[src/hdl/tig_pkg.sv]
// ----------------------------------------------------------------------------
// tig_pkg
// shared constants and types for the triangle index generator
// ----------------------------------------------------------------------------
package tig_pkg;

   localparam int unsigned MAX_POINTS_DEFAULT = 66;

   localparam int unsigned IDX_W  = 16;
   localparam int unsigned PTS_W  = 7;
   localparam int unsigned NEED_W = 8;
   localparam int unsigned STAT_W = 3;
   localparam int unsigned CSR_IDX_W = 8;

   // primitive kinds
   localparam logic [1:0] MODE_TRIANGLE = 2'd0;
   localparam logic [1:0] MODE_QUAD     = 2'd1;
   localparam logic [1:0] MODE_STRIP    = 2'd2;
   localparam logic [1:0] MODE_FAN      = 2'd3;

   // result status codes
   localparam logic [STAT_W-1:0] STAT_OK        = 3'd0;
   localparam logic [STAT_W-1:0] STAT_TOO_FEW   = 3'd1;
   localparam logic [STAT_W-1:0] STAT_IDX_OVF   = 3'd2;
   localparam logic [STAT_W-1:0] STAT_VTX_OVF   = 3'd3;
   localparam logic [STAT_W-1:0] STAT_TOO_MANY  = 3'd4;

   // configuration register indexes
   localparam logic [CSR_IDX_W-1:0] CSR_VERTEX_CAP = 8'd0;
   localparam logic [CSR_IDX_W-1:0] CSR_INDEX_CAP  = 8'd1;

   typedef struct packed {
      logic [IDX_W-1:0]  count;
      logic [NEED_W-1:0] need;
      logic [IDX_W-1:0]  cap;
   } alu_req_type;

   typedef struct packed {
      logic [IDX_W:0] sum;
      logic           over;
   } alu_rsp_type;

   typedef struct packed {
      logic [STAT_W-1:0] status;
      logic [IDX_W-1:0]  base_vertex;
      logic [IDX_W-1:0]  index_c;
      logic [IDX_W-1:0]  index_b;
      logic [IDX_W-1:0]  index_a;
   } rsp_item_type;

endpackage

[src/hdl/tig_alu.sv]
// ----------------------------------------------------------------------------
// tig_alu
// shared add and capacity compare unit
// ----------------------------------------------------------------------------
module tig_alu (
   input  tig_pkg::alu_req_type alu_req,
   output tig_pkg::alu_rsp_type alu_rsp
);

   logic [tig_pkg::IDX_W:0] sum;

   // full-width sum so a wrap never hides an overflow
   assign sum = {1'b0, alu_req.count}
              + {{(tig_pkg::IDX_W + 1 - tig_pkg::NEED_W){1'b0}}, alu_req.need};

   assign alu_rsp.sum  = sum;
   assign alu_rsp.over = sum > {1'b0, alu_req.cap};

endmodule

[src/hdl/tig_seq.sv]
// ----------------------------------------------------------------------------
// tig_seq
// request sequencer: point checks, capacity checks, triangle emission
// ----------------------------------------------------------------------------
module tig_seq #(
   parameter int unsigned MaxPoints = tig_pkg::MAX_POINTS_DEFAULT
) (
   input  logic                          clock,
   input  logic                          reset,
   input  logic                          req_valid,
   output logic                          req_ready,
   input  logic [1:0]                    req_mode,
   input  logic [tig_pkg::PTS_W-1:0]     req_points,
   input  logic [tig_pkg::IDX_W-1:0]     vertex_cap,
   input  logic [tig_pkg::IDX_W-1:0]     index_cap,
   output tig_pkg::alu_req_type          alu_req,
   input  tig_pkg::alu_rsp_type          alu_rsp,
   output logic                          rsp_valid,
   input  logic                          rsp_ready,
   output tig_pkg::rsp_item_type         rsp_item,
   output logic                          rsp_last
);

   localparam logic [tig_pkg::PTS_W-1:0] MaxPts = tig_pkg::PTS_W'(MaxPoints);

   typedef enum logic [2:0] {
      S_IDLE,
      S_CHKI,
      S_CHKV,
      S_EMIT,
      S_ERR
   } state_type;

   state_type                      state_ff, state_in;
   logic [1:0]                     mode_ff, mode_in;
   logic [tig_pkg::PTS_W-1:0]      pts_ff, pts_in;
   logic [tig_pkg::PTS_W-1:0]      left_ff, left_in;
   logic [tig_pkg::STAT_W-1:0]     err_ff, err_in;
   logic [tig_pkg::IDX_W-1:0]      vcount_ff, vcount_in;
   logic [tig_pkg::IDX_W-1:0]      icount_ff, icount_in;
   logic [tig_pkg::IDX_W-1:0]      isum_ff, isum_in;
   logic [tig_pkg::IDX_W-1:0]      a_ff, a_in;
   logic [tig_pkg::IDX_W-1:0]      b_ff, b_in;
   logic [tig_pkg::IDX_W-1:0]      c_ff, c_in;
   logic [tig_pkg::IDX_W-1:0]      base_ff, base_in;
   logic                           rvalid_ff, rvalid_in;
   tig_pkg::rsp_item_type          ritem_ff, ritem_in;
   logic                           rlast_ff, rlast_in;

   logic                           accept;
   logic                           out_free;
   logic                           is_list;
   logic [tig_pkg::NEED_W-1:0]     ineed;
   logic [tig_pkg::PTS_W-1:0]      tris_new;

   assign req_ready = (state_ff == S_IDLE);
   assign accept    = req_valid & req_ready;
   assign out_free  = ~rvalid_ff | rsp_ready;
   assign is_list   = (req_mode == tig_pkg::MODE_STRIP) | (req_mode == tig_pkg::MODE_FAN);
   assign tris_new  = (req_mode == tig_pkg::MODE_QUAD) ? tig_pkg::PTS_W'(2) :
                      (req_mode == tig_pkg::MODE_TRIANGLE) ? tig_pkg::PTS_W'(1) :
                      req_points - tig_pkg::PTS_W'(2);

   // three indices per triangle
   assign ineed = {1'b0, left_ff} + {left_ff, 1'b0};

   always_comb begin
      alu_req.count = vcount_ff;
      alu_req.need  = {1'b0, pts_ff};
      alu_req.cap   = vertex_cap;
      if (state_ff == S_CHKI) begin
         alu_req.count = icount_ff;
         alu_req.need  = ineed;
         alu_req.cap   = index_cap;
      end
   end

   always_comb begin
      state_in  = state_ff;
      mode_in   = mode_ff;
      pts_in    = pts_ff;
      left_in   = left_ff;
      err_in    = err_ff;
      vcount_in = vcount_ff;
      icount_in = icount_ff;
      isum_in   = isum_ff;
      a_in      = a_ff;
      b_in      = b_ff;
      c_in      = c_ff;
      base_in   = base_ff;
      rvalid_in = rvalid_ff & ~rsp_ready;
      ritem_in  = ritem_ff;
      rlast_in  = rlast_ff;

      case (state_ff)
         S_IDLE: begin
            if (accept) begin
               mode_in = req_mode;
               left_in = tris_new;
               pts_in  = is_list ? req_points :
                         (req_mode == tig_pkg::MODE_QUAD) ? tig_pkg::PTS_W'(4) :
                         tig_pkg::PTS_W'(3);
               if (is_list && req_points < tig_pkg::PTS_W'(3)) begin
                  err_in   = tig_pkg::STAT_TOO_FEW;
                  state_in = S_ERR;
               end else if (is_list && req_points > MaxPts) begin
                  err_in   = tig_pkg::STAT_TOO_MANY;
                  state_in = S_ERR;
               end else begin
                  state_in = S_CHKI;
               end
            end
         end
         S_CHKI: begin
            if (alu_rsp.over) begin
               err_in   = tig_pkg::STAT_IDX_OVF;
               state_in = S_ERR;
            end else begin
               isum_in  = alu_rsp.sum[tig_pkg::IDX_W-1:0];
               state_in = S_CHKV;
            end
         end
         S_CHKV: begin
            if (alu_rsp.over) begin
               err_in   = tig_pkg::STAT_VTX_OVF;
               state_in = S_ERR;
            end else begin
               icount_in = isum_ff;
               vcount_in = alu_rsp.sum[tig_pkg::IDX_W-1:0];
               base_in   = vcount_ff;
               a_in      = vcount_ff;
               b_in      = vcount_ff + tig_pkg::IDX_W'(1);
               c_in      = vcount_ff + tig_pkg::IDX_W'(2);
               state_in  = S_EMIT;
            end
         end
         S_EMIT: begin
            if (out_free) begin
               rvalid_in            = 1'b1;
               ritem_in.index_a     = a_ff;
               ritem_in.index_b     = b_ff;
               ritem_in.index_c     = c_ff;
               ritem_in.base_vertex = base_ff;
               ritem_in.status      = tig_pkg::STAT_OK;
               rlast_in             = (left_ff == tig_pkg::PTS_W'(1));
               // strip slides all three; fan and quad keep the hub vertex
               if (mode_ff == tig_pkg::MODE_STRIP) begin
                  a_in = a_ff + tig_pkg::IDX_W'(1);
               end
               b_in    = b_ff + tig_pkg::IDX_W'(1);
               c_in    = c_ff + tig_pkg::IDX_W'(1);
               left_in = left_ff - tig_pkg::PTS_W'(1);
               if (left_ff == tig_pkg::PTS_W'(1)) begin
                  state_in = S_IDLE;
               end
            end
         end
         S_ERR: begin
            if (out_free) begin
               rvalid_in            = 1'b1;
               ritem_in.index_a     = '0;
               ritem_in.index_b     = '0;
               ritem_in.index_c     = '0;
               ritem_in.base_vertex = '0;
               ritem_in.status      = err_ff;
               rlast_in             = 1'b1;
               state_in             = S_IDLE;
            end
         end
         default: begin
            state_in = S_IDLE;
         end
      endcase
   end

   always_ff @(posedge clock) begin
      if (reset) begin
         state_ff  <= S_IDLE;
         vcount_ff <= '0;
         icount_ff <= '0;
         rvalid_ff <= 1'b0;
      end else begin
         state_ff  <= state_in;
         vcount_ff <= vcount_in;
         icount_ff <= icount_in;
         rvalid_ff <= rvalid_in;
      end
      mode_ff  <= mode_in;
      pts_ff   <= pts_in;
      left_ff  <= left_in;
      err_ff   <= err_in;
      isum_ff  <= isum_in;
      a_ff     <= a_in;
      b_ff     <= b_in;
      c_ff     <= c_in;
      base_ff  <= base_in;
      ritem_ff <= ritem_in;
      rlast_ff <= rlast_in;
   end

   assign rsp_valid = rvalid_ff;
   assign rsp_item  = ritem_ff;
   assign rsp_last  = rlast_ff;

   // error results always close the request
   a_err_last : assert property (@(posedge clock) disable iff (reset)
      (rvalid_ff && ritem_ff.status != tig_pkg::STAT_OK) |-> rlast_ff)
      else $error("error result without last");

   // counters only move on a passed vertex check
   a_cnt_commit : assert property (@(posedge clock) disable iff (reset)
      (vcount_ff != $past(vcount_ff) || icount_ff != $past(icount_ff))
         |-> ($past(state_ff) == S_CHKV))
      else $error("counter update outside commit");

   // every good triangle has consecutive second and third indices
   a_tri_shape : assert property (@(posedge clock) disable iff (reset)
      (rvalid_ff && ritem_ff.status == tig_pkg::STAT_OK)
         |-> (ritem_ff.index_c == ritem_ff.index_b + tig_pkg::IDX_W'(1)))
      else $error("malformed triangle");

   // emission never runs out of triangles
   a_left_nz : assert property (@(posedge clock) disable iff (reset)
      (state_ff == S_EMIT) |-> (left_ff != '0))
      else $error("emit with no triangles left");

endmodule

[src/hdl/triangle_index_generator.sv]
// ----------------------------------------------------------------------------
// triangle_index_generator
// turns triangle, quad, strip and fan requests into triangle index triples
// ----------------------------------------------------------------------------
//
//  channel  direction  handshake             payload
//  req      in         req_tvalid/tready     mode, point_count
//  rsp      out        rsp_tvalid/tready     indices, base vertex, status, last
//  csr      in         csr_valid/ready       register index, write data
//
//  after the accepting cycle, two capacity checks on the shared add/compare unit
//  (index buffer, then vertex buffer), then one triangle per cycle into the output
//  register whenever that register is free; a failed point or capacity check
//  instead puts a single error result into the output register
//  synchronous active-high reset clears both counters and sets both capacities
//  to 65535; a stalled result register stalls emission, and a new request is
//  taken once the last result of the previous one is in the output register
//
module triangle_index_generator #(
   parameter int unsigned MaxPoints = tig_pkg::MAX_POINTS_DEFAULT
) (
   input  logic                              clock,
   input  logic                              reset,
   // request: [1:0] mode, [8:2] point_count, rest zero
   input  logic                              req_tvalid,
   output logic                              req_tready,
   input  logic [15:0]                       req_tdata,
   // result: [15:0] index_a, [31:16] index_b, [47:32] index_c, [63:48] base_vertex
   output logic                              rsp_tvalid,
   input  logic                              rsp_tready,
   output logic [63:0]                       rsp_tdata,
   // result kind: [2:0] status
   output logic [tig_pkg::STAT_W-1:0]        rsp_tuser,
   output logic                              rsp_tlast,
   // configuration writes
   input  logic                              csr_valid,
   output logic                              csr_ready,
   input  logic [tig_pkg::CSR_IDX_W-1:0]     csr_index,
   input  logic [15:0]                       csr_data
);

   logic [tig_pkg::IDX_W-1:0] vertex_cap_ff;
   logic [tig_pkg::IDX_W-1:0] index_cap_ff;
   logic                      csr_write;

   tig_pkg::alu_req_type      alu_req;
   tig_pkg::alu_rsp_type      alu_rsp;
   tig_pkg::rsp_item_type     rsp_item;

   // writes are always taken; unknown indexes are dropped
   assign csr_ready = 1'b1;
   assign csr_write = csr_valid & csr_ready;

   always_ff @(posedge clock) begin
      if (reset) begin
         vertex_cap_ff <= '1;
         index_cap_ff  <= '1;
      end else if (csr_write) begin
         if (csr_index == tig_pkg::CSR_VERTEX_CAP) begin
            vertex_cap_ff <= csr_data;
         end
         if (csr_index == tig_pkg::CSR_INDEX_CAP) begin
            index_cap_ff <= csr_data;
         end
      end
   end

   // single adder and comparator shared by both capacity checks
   tig_alu u_alu (
      .alu_req (alu_req),
      .alu_rsp (alu_rsp)
   );

   tig_seq #(
      .MaxPoints (MaxPoints)
   ) u_seq (
      .clock      (clock),
      .reset      (reset),
      .req_valid  (req_tvalid),
      .req_ready  (req_tready),
      .req_mode   (req_tdata[1:0]),
      .req_points (req_tdata[8:2]),
      .vertex_cap (vertex_cap_ff),
      .index_cap  (index_cap_ff),
      .alu_req    (alu_req),
      .alu_rsp    (alu_rsp),
      .rsp_valid  (rsp_tvalid),
      .rsp_ready  (rsp_tready),
      .rsp_item   (rsp_item),
      .rsp_last   (rsp_tlast)
   );

   // pack the result register onto the stream
   assign rsp_tdata = {rsp_item.base_vertex, rsp_item.index_c,
                       rsp_item.index_b, rsp_item.index_a};
   assign rsp_tuser = rsp_item.status;

endmodule
[config.mk]
export PLATFORM = sky130hd
export DESIGN_NAME = triangle_index_generator
export DESIGN_NICKNAME = d
export VERILOG_FILES = /design/src/hdl/tig_pkg.sv /design/src/hdl/tig_alu.sv /design/src/hdl/tig_seq.sv /design/src/hdl/triangle_index_generator.sv
export SDC_FILE = /design/constraint.sdc
export NUM_CORES = 1
export LEC_CHECK = 0
export BUFFER_PORTS_ARGS = -buffer_cell sky130_fd_sc_hd__buf_2
export CAP_MARGIN = 0
export CORE_UTILIZATION = 40
export CTS_CLUSTER_SIZE = 16
export DETAILED_ROUTE_END_ITERATION = 8
export PLACE_DENSITY = 0.59
export REMOVE_ABC_BUFFERS = 1
export SLEW_MARGIN = 15
export SYNTH_ARGS = -nofsm -noshare
export SYNTH_HDL_FRONTEND = slang
export SYNTH_SLANG_ARGS = --single-unit
[constraint.sdc]
create_clock -name clock -period 6 [get_ports clock]
set_clock_uncertainty 0.15 [all_clocks]
set_input_delay 0.3 -clock clock [delete_from_list [all_inputs] [get_ports clock]]
set_output_delay 0.3 -clock clock [all_outputs]
set_load 0.02 [all_outputs]
After elaboration in Yosys (flattened, before gate mapping)
Cells that the tools add are included.
{"block": "totals", "ff_bits": 235, "latchBits": 0, "mem_bits_rw": 0, "mem_bits_ro": 0, "word_cells": 121, "memories": 0}
{"block": "op_classes", "addsub": 9, "multipliers": 0, "n_div": 0, "n_lt_le_gt_ge": 3, "n_eq_ne": 19, "shift": 0, "muxes": 41, "n_bitwise": 7, "n_reduce_logical": 21}
{"operator": "$mux 67", "count": 2}
{"operator": "$pmux 67 s2", "count": 1}
{"operator": "$mux 16", "count": 7}
{"operator": "$pmux 16 s2", "count": 3}
{"operator": "$add 16x1->16 const B", "count": 4}
{"operator": "$mux 3", "count": 14}
{"operator": "$mux 40", "count": 1}
{"operator": "$mux 7", "count": 5}
{"operator": "$add 16x8->17", "count": 1}
{"operator": "$gt 17x16->1", "count": 1}
{"operator": "$add 16x2->16 const B", "count": 1}
{"operator": "$pmux 3 s5", "count": 1}
{"operator": "$pmux 7 s2", "count": 1}
{"operator": "$reduce_and 2->1", "count": 5}
{"operator": "$pmux 3 s3", "count": 1}
{"operator": "$reduce_and 3->1", "count": 3}
{"operator": "$add 7x8->8", "count": 1}
{"operator": "$eq 8x1->1 const B", "count": 1}
{"operator": "$logic_not 8->1", "count": 1}
{"operator": "$ne 2x1->1 const B", "count": 4}
{"operator": "$ne 2x2->1 const B", "count": 4}
{"operator": "$reduce_and 4->1", "count": 2}
{"operator": "$eq 7x1->1 const B", "count": 1}
{"operator": "$gt 7x7->1 const B", "count": 1}
{"operator": "21 further kinds", "count": 34}

Depth between registers and ports, before layout
{"block": "logic_depth", "word_depth": 7, "mapped_depth": 24, "ltp_nobuf": 24}

Cells and area by module
From an unflattened synthesis, not the netlist that was laid out.
{"block": "hier_totals", "hier_cells": 1196, "hier_area_um2": 11987.7}
{"module": "tig_seq", "instances": 1, "cells_each": 926, "area_per_inst_um2": 9735.6, "seq_area_each_um2": 5735.5}
{"module": "triangle_index_generator", "instances": 1, "cells_each": 127, "area_per_inst_um2": 1257.5, "seq_area_each_um2": 640.6}
{"module": "tig_alu", "instances": 1, "cells_each": 143, "area_per_inst_um2": 994.7, "seq_area_each_um2": 0.0}

Worst setup path after synthesis
No wires, ideal clock.
{"block": "synth_timing", "kind": "register -> register", "start": "register u_seq.state_ff[1]", "end": "register u_seq.a_ff[0] in the netlist's numbering (enable)", "arrival_time_ns": 5.320, "required_ns": 5.453, "slack_ns": 0.133, "path_stages_with_launch": 20, "synth_period_minus_slack_ns": 5.867, "cell_sequence": "dfxtp_1 -> or3b_1 -> clkbuf_1 -> buf_2 -> buf_1 -> o21ai_0 -> ha_1 -> a21oi_1 -> o211ai_1 -> a31oi_1 -> nand2b_1 -> xnor2_1 -> ha_1 -> and3_1 -> o21ai_0 -> nand3b_1 -> o31ai_4 -> nand2_1 -> inv_2 -> a2bb2oi_1"}
{"item": "start, declared", "line_no": "tig_seq.sv:34", "rtl": "state_type state_ff, state_in;"}
{"item": "start signal, assigned", "line_no": "tig_seq.sv:183", "rtl": "state_ff <= state_in;"}
{"item": "end signal, assigned", "line_no": "tig_seq.sv:193", "rtl": "a_ff <= a_in;"}
{"item": "end, declared", "line_no": "tig_seq.sv:42", "rtl": "logic [tig_pkg::IDX_W-1:0] a_ff, a_in;"}

==> reports/qor.txt <==
Clock Tree Root -> clkbuf_16
DP Area -> 0.01287 mm²
Synth Area in Adders -> 4.945%
Placed Instances -> 1586
Final Cell Area -> 0.01399 mm²
Synth Area in XOR/XNOR -> 5.794%
wire length of the first global-routing pass -> 43240 µm
Syn Inst Count -> 1138
Power, Total -> 6.271 mW
Worst-path clk slew -> 0.06 ns
drt via density -> 5.207
final setup vio count -> 0
WL per Instance -> 16.01 µm
worst-skew pair later-pin latency -> 0.54 ns
Remaining DRCs -> 0
synthesized area -> 0.01194 mm²
Comb pwr share -> 34.0%
post-synthesis mux area share -> 4.411%
DRT Wirelength -> 26570 µm
fin. max-slew vios -> 0
TritonCTS Buffers -> 27
Yosys top cell area share -> 41.99%
Area Growth Syn to Fin -> 17.11%
die span in x -> 174.8 µm
status -> finished, final reports clean
1st-iter DRT viols -> 492
Die Area -> 0.03055 mm²
post-place setup slack -> 0.2120 ns
layout cell share with drive strength beyond 1 -> 15.61%
register area share after synthesis -> 53.39%
Internal Power -> 4.030 mW
Synth area leader -> edfxtp_1
Hold WS -> 0.02051 ns
Yosys reg bits -> 235
Post-Layout Cell Count -> 1659
TritonCTS clock tree -> yes
critical path type -> register to register
H-tree Lvls -> 1
NetSw -> 2.241 mW
Synth cell types -> 68
Initial Utilization -> 41.16%
Synth Warn # -> 0
synth top area cells -> edfxtp_1, dfxtp_1, nand2_1
Worst-Margin Slew -> 1.146 ns
chip height -> 174.8 µm
number of global-route vias before repair -> 8166
post-DP HPWL -> 18230 µm
clk buf depth -> 3
Syn Area/Cell -> 10.49 µm²
Synth Area in Simple Gates -> 18.69%
main combinational cell family by area after synthesis -> simple AND/OR/NAND/NOR gates
CP Capture Type -> register
Port Buffers -> 107
Crit Path Max Fanout -> 16
worst hold path type -> input pin to register
largest net degree at the start of global routing -> 69
DR vias -> 8638
Data arrival, critical path -> 5.69 ns
routability congestion estimate -> 0.8439
MaxCap Viol Count -> 0
GRT overflow -> 0
max frequency -> 178.2 MHz
Period minus WS final -> 5.610 ns
Switching Fraction -> 35.73%
initial antenna violation count -> 0
1st-pass router iterations -> 6
Fin. Hold Viols -> 0
clock sinks -> 235
core area -> 0.02901 mm²
antenna cells -> 0
Power Density -> 448.4 mW/mm²
# rows -> 62
ys async rst share -> 0%
EDFF count, synth -> 167
power share of the clock group -> 25.0%
worst setup margin -> 0.3897 ns
maximum vdd drop -> 0.2263 mV
total track usage -> 17.46%
Seq pwr share -> 41.0%
Leak -> 5.358 nW
Routed Antenna Nets -> 0
Top FF cell, synth -> edfxtp_1
final net count -> 1347
Slew Limit Headroom -> 23.28%
worst path required time -> 6.08 ns
startpoint type of the worst setup path -> register
I/O pin cnt -> 116
Final Cycle Share -> 93.51%
Synth Area in Compound Gates -> 9.398%
## cells by family after synthesis
group	Yosys count
adders and majority gates	46
buffers and inverters	92
DFF	235
muxes	52
other	1
and+or+nand+nor	445
AOI/OAI and AO/OA	188
xor gates and xnor gates	79
## per-layer routing
metal | GRT usage [%] | vias to the layer above | share of wire [%]
met5 | 0 | - | 0
met4 | 5.109 | 0 | 2.4
met3 | 2.154 | 37 | 3.7
met2 | 28.36 | 200 | 46
met1 | 24.42 | 4110 | 48
li1 | - | 4291 | -
## power groups by stage
stage	sequential (mW)	combinational [mW]	clock, mW
3_5_place_dp	2.60	2.12	0
4_1_cts	2.57	2.14	1.61
2_1_floorplan	2.72	1.28	0
6_report	2.57	2.13	1.57
5_1_grt	2.62	2.37	1.67
3_3_place_gp	2.59	2.08	0
## final timing paths
path | start | endpoint | slack [ns] | depth (start not counted)
setup / recovery | u_seq.left_ff[2] | u_seq.a_ff[11] | 0.39 | 23
hold / removal | req_tdata[8] | u_seq.pts_ff[6] | 0.02 | 2
setup reg to reg | u_seq.left_ff[2] | u_seq.a_ff[11] | 0.39 | 23
hold reg to reg | index_cap_ff[7] | index_cap_ff[7] | 0.31 | 2
## repair_timing
item                                    in CTS  in global routing
endpoints found under the setup margin       0                 48
setup buffers                                0                  1
hold buffers                                24                  0
hold endpoints to repair                    40                  0
resized for setup                            0                  5
## Yosys cell counts (all sizes together) (17+ instances only)
cell type	instances
ha	44
o21ai	72
buf	24
dfxtp	68
clkbuf	44
nor2b	64
a21oi	56
xnor2	38
edfxtp	167
nand2	157
and3	17
nor3	21
mux2i	47
nor2	39
nand3	81
xor2	41
inv	24
## layout make-up
type                            instances  area [µm²]
Clock inverter                         12       110.1
Inverter                               24       90.09
Tap cell                              384       480.5
Sequential cell                       235        6376
Multi-Input combinational cell        811        5213
Timing Repair Buffer                  157       987.2
Clock buffer                           36       729.5
Fill cell                            2759       15030
## registers in the layout, summed over array words and instances (netlist names)
name,flops
index_cap_ff,16
u_seq.a_ff,16
u_seq.b_ff,16
u_seq.base_ff,16
u_seq.c_ff,16
u_seq.err_ff,3
u_seq.icount_ff,16
u_seq.isum_ff,16
u_seq.left_ff,7
u_seq.mode_ff,2
u_seq.pts_ff,7
u_seq.rsp_item,67
u_seq.rsp_last,1
u_seq.rsp_valid,1
u_seq.state_ff,3
u_seq.vcount_ff,16
vertex_cap_ff,16
## metrics by stage
| stage | utilization (%) | setup TNS [ns] |
|---|---|---|
| 2_1_floorplan | - | -106.59 |
| 4_1_cts | 48.09 | 0 |
| 3_3_place_gp | 44.36 | 0 |
| 3_5_place_dp | 44.36 | 0 |
| 5_1_grt | 48.21 | -0.03957 |
| 6_report | 48.21 | 0 |
## critical path, stage by stage (launching register included)
cell and delay, ns:
edfxtp_1 0.46, inv_1 0.18, ha_1 0.28, nor2b_1 0.14
o21ai_0 0.23, a21oi_1 0.13, o21ai_0 0.19, nor3b_1 0.22
nor3_1 0.09, ha_1 0.36, o21a_1 0.20, a2bb2oi_2 0.19
and2_2 0.22, nand2_1 0.08, xor2_1 0.25, ha_1 0.29
a21o_1 0.18, a21oi_1 0.22, nand3b_1 0.18, o31ai_4 0.36
nand2_2 0.16, inv_2 0.09, a2bb2oi_1 0.22, buf_6 0.23
## cells in the final DEF (no fill, tap or decap), types with 7 or more instances in the layout
master,instances
a21oi_1,56
a21boi_0,10
nand2_1,156
nor2_1,38
nand4_1,14
xnor2_1,38
clkbuf_16,27
and2_1,11
and3_1,16
buf_2,107
ha_1,44
inv_1,22
clkbuf_1,7
nor4_1,7
edfxtp_1,167
buf_4,24
dlygate4sd3_1,24
nor3_1,20
dfxtp_1,68
xor2_1,41
o21ai_0,68
mux2i_1,47
nand2b_1,7
nor2b_1,63
nand3_1,81
No activity file was read; power rests on OpenSTA's default activity.
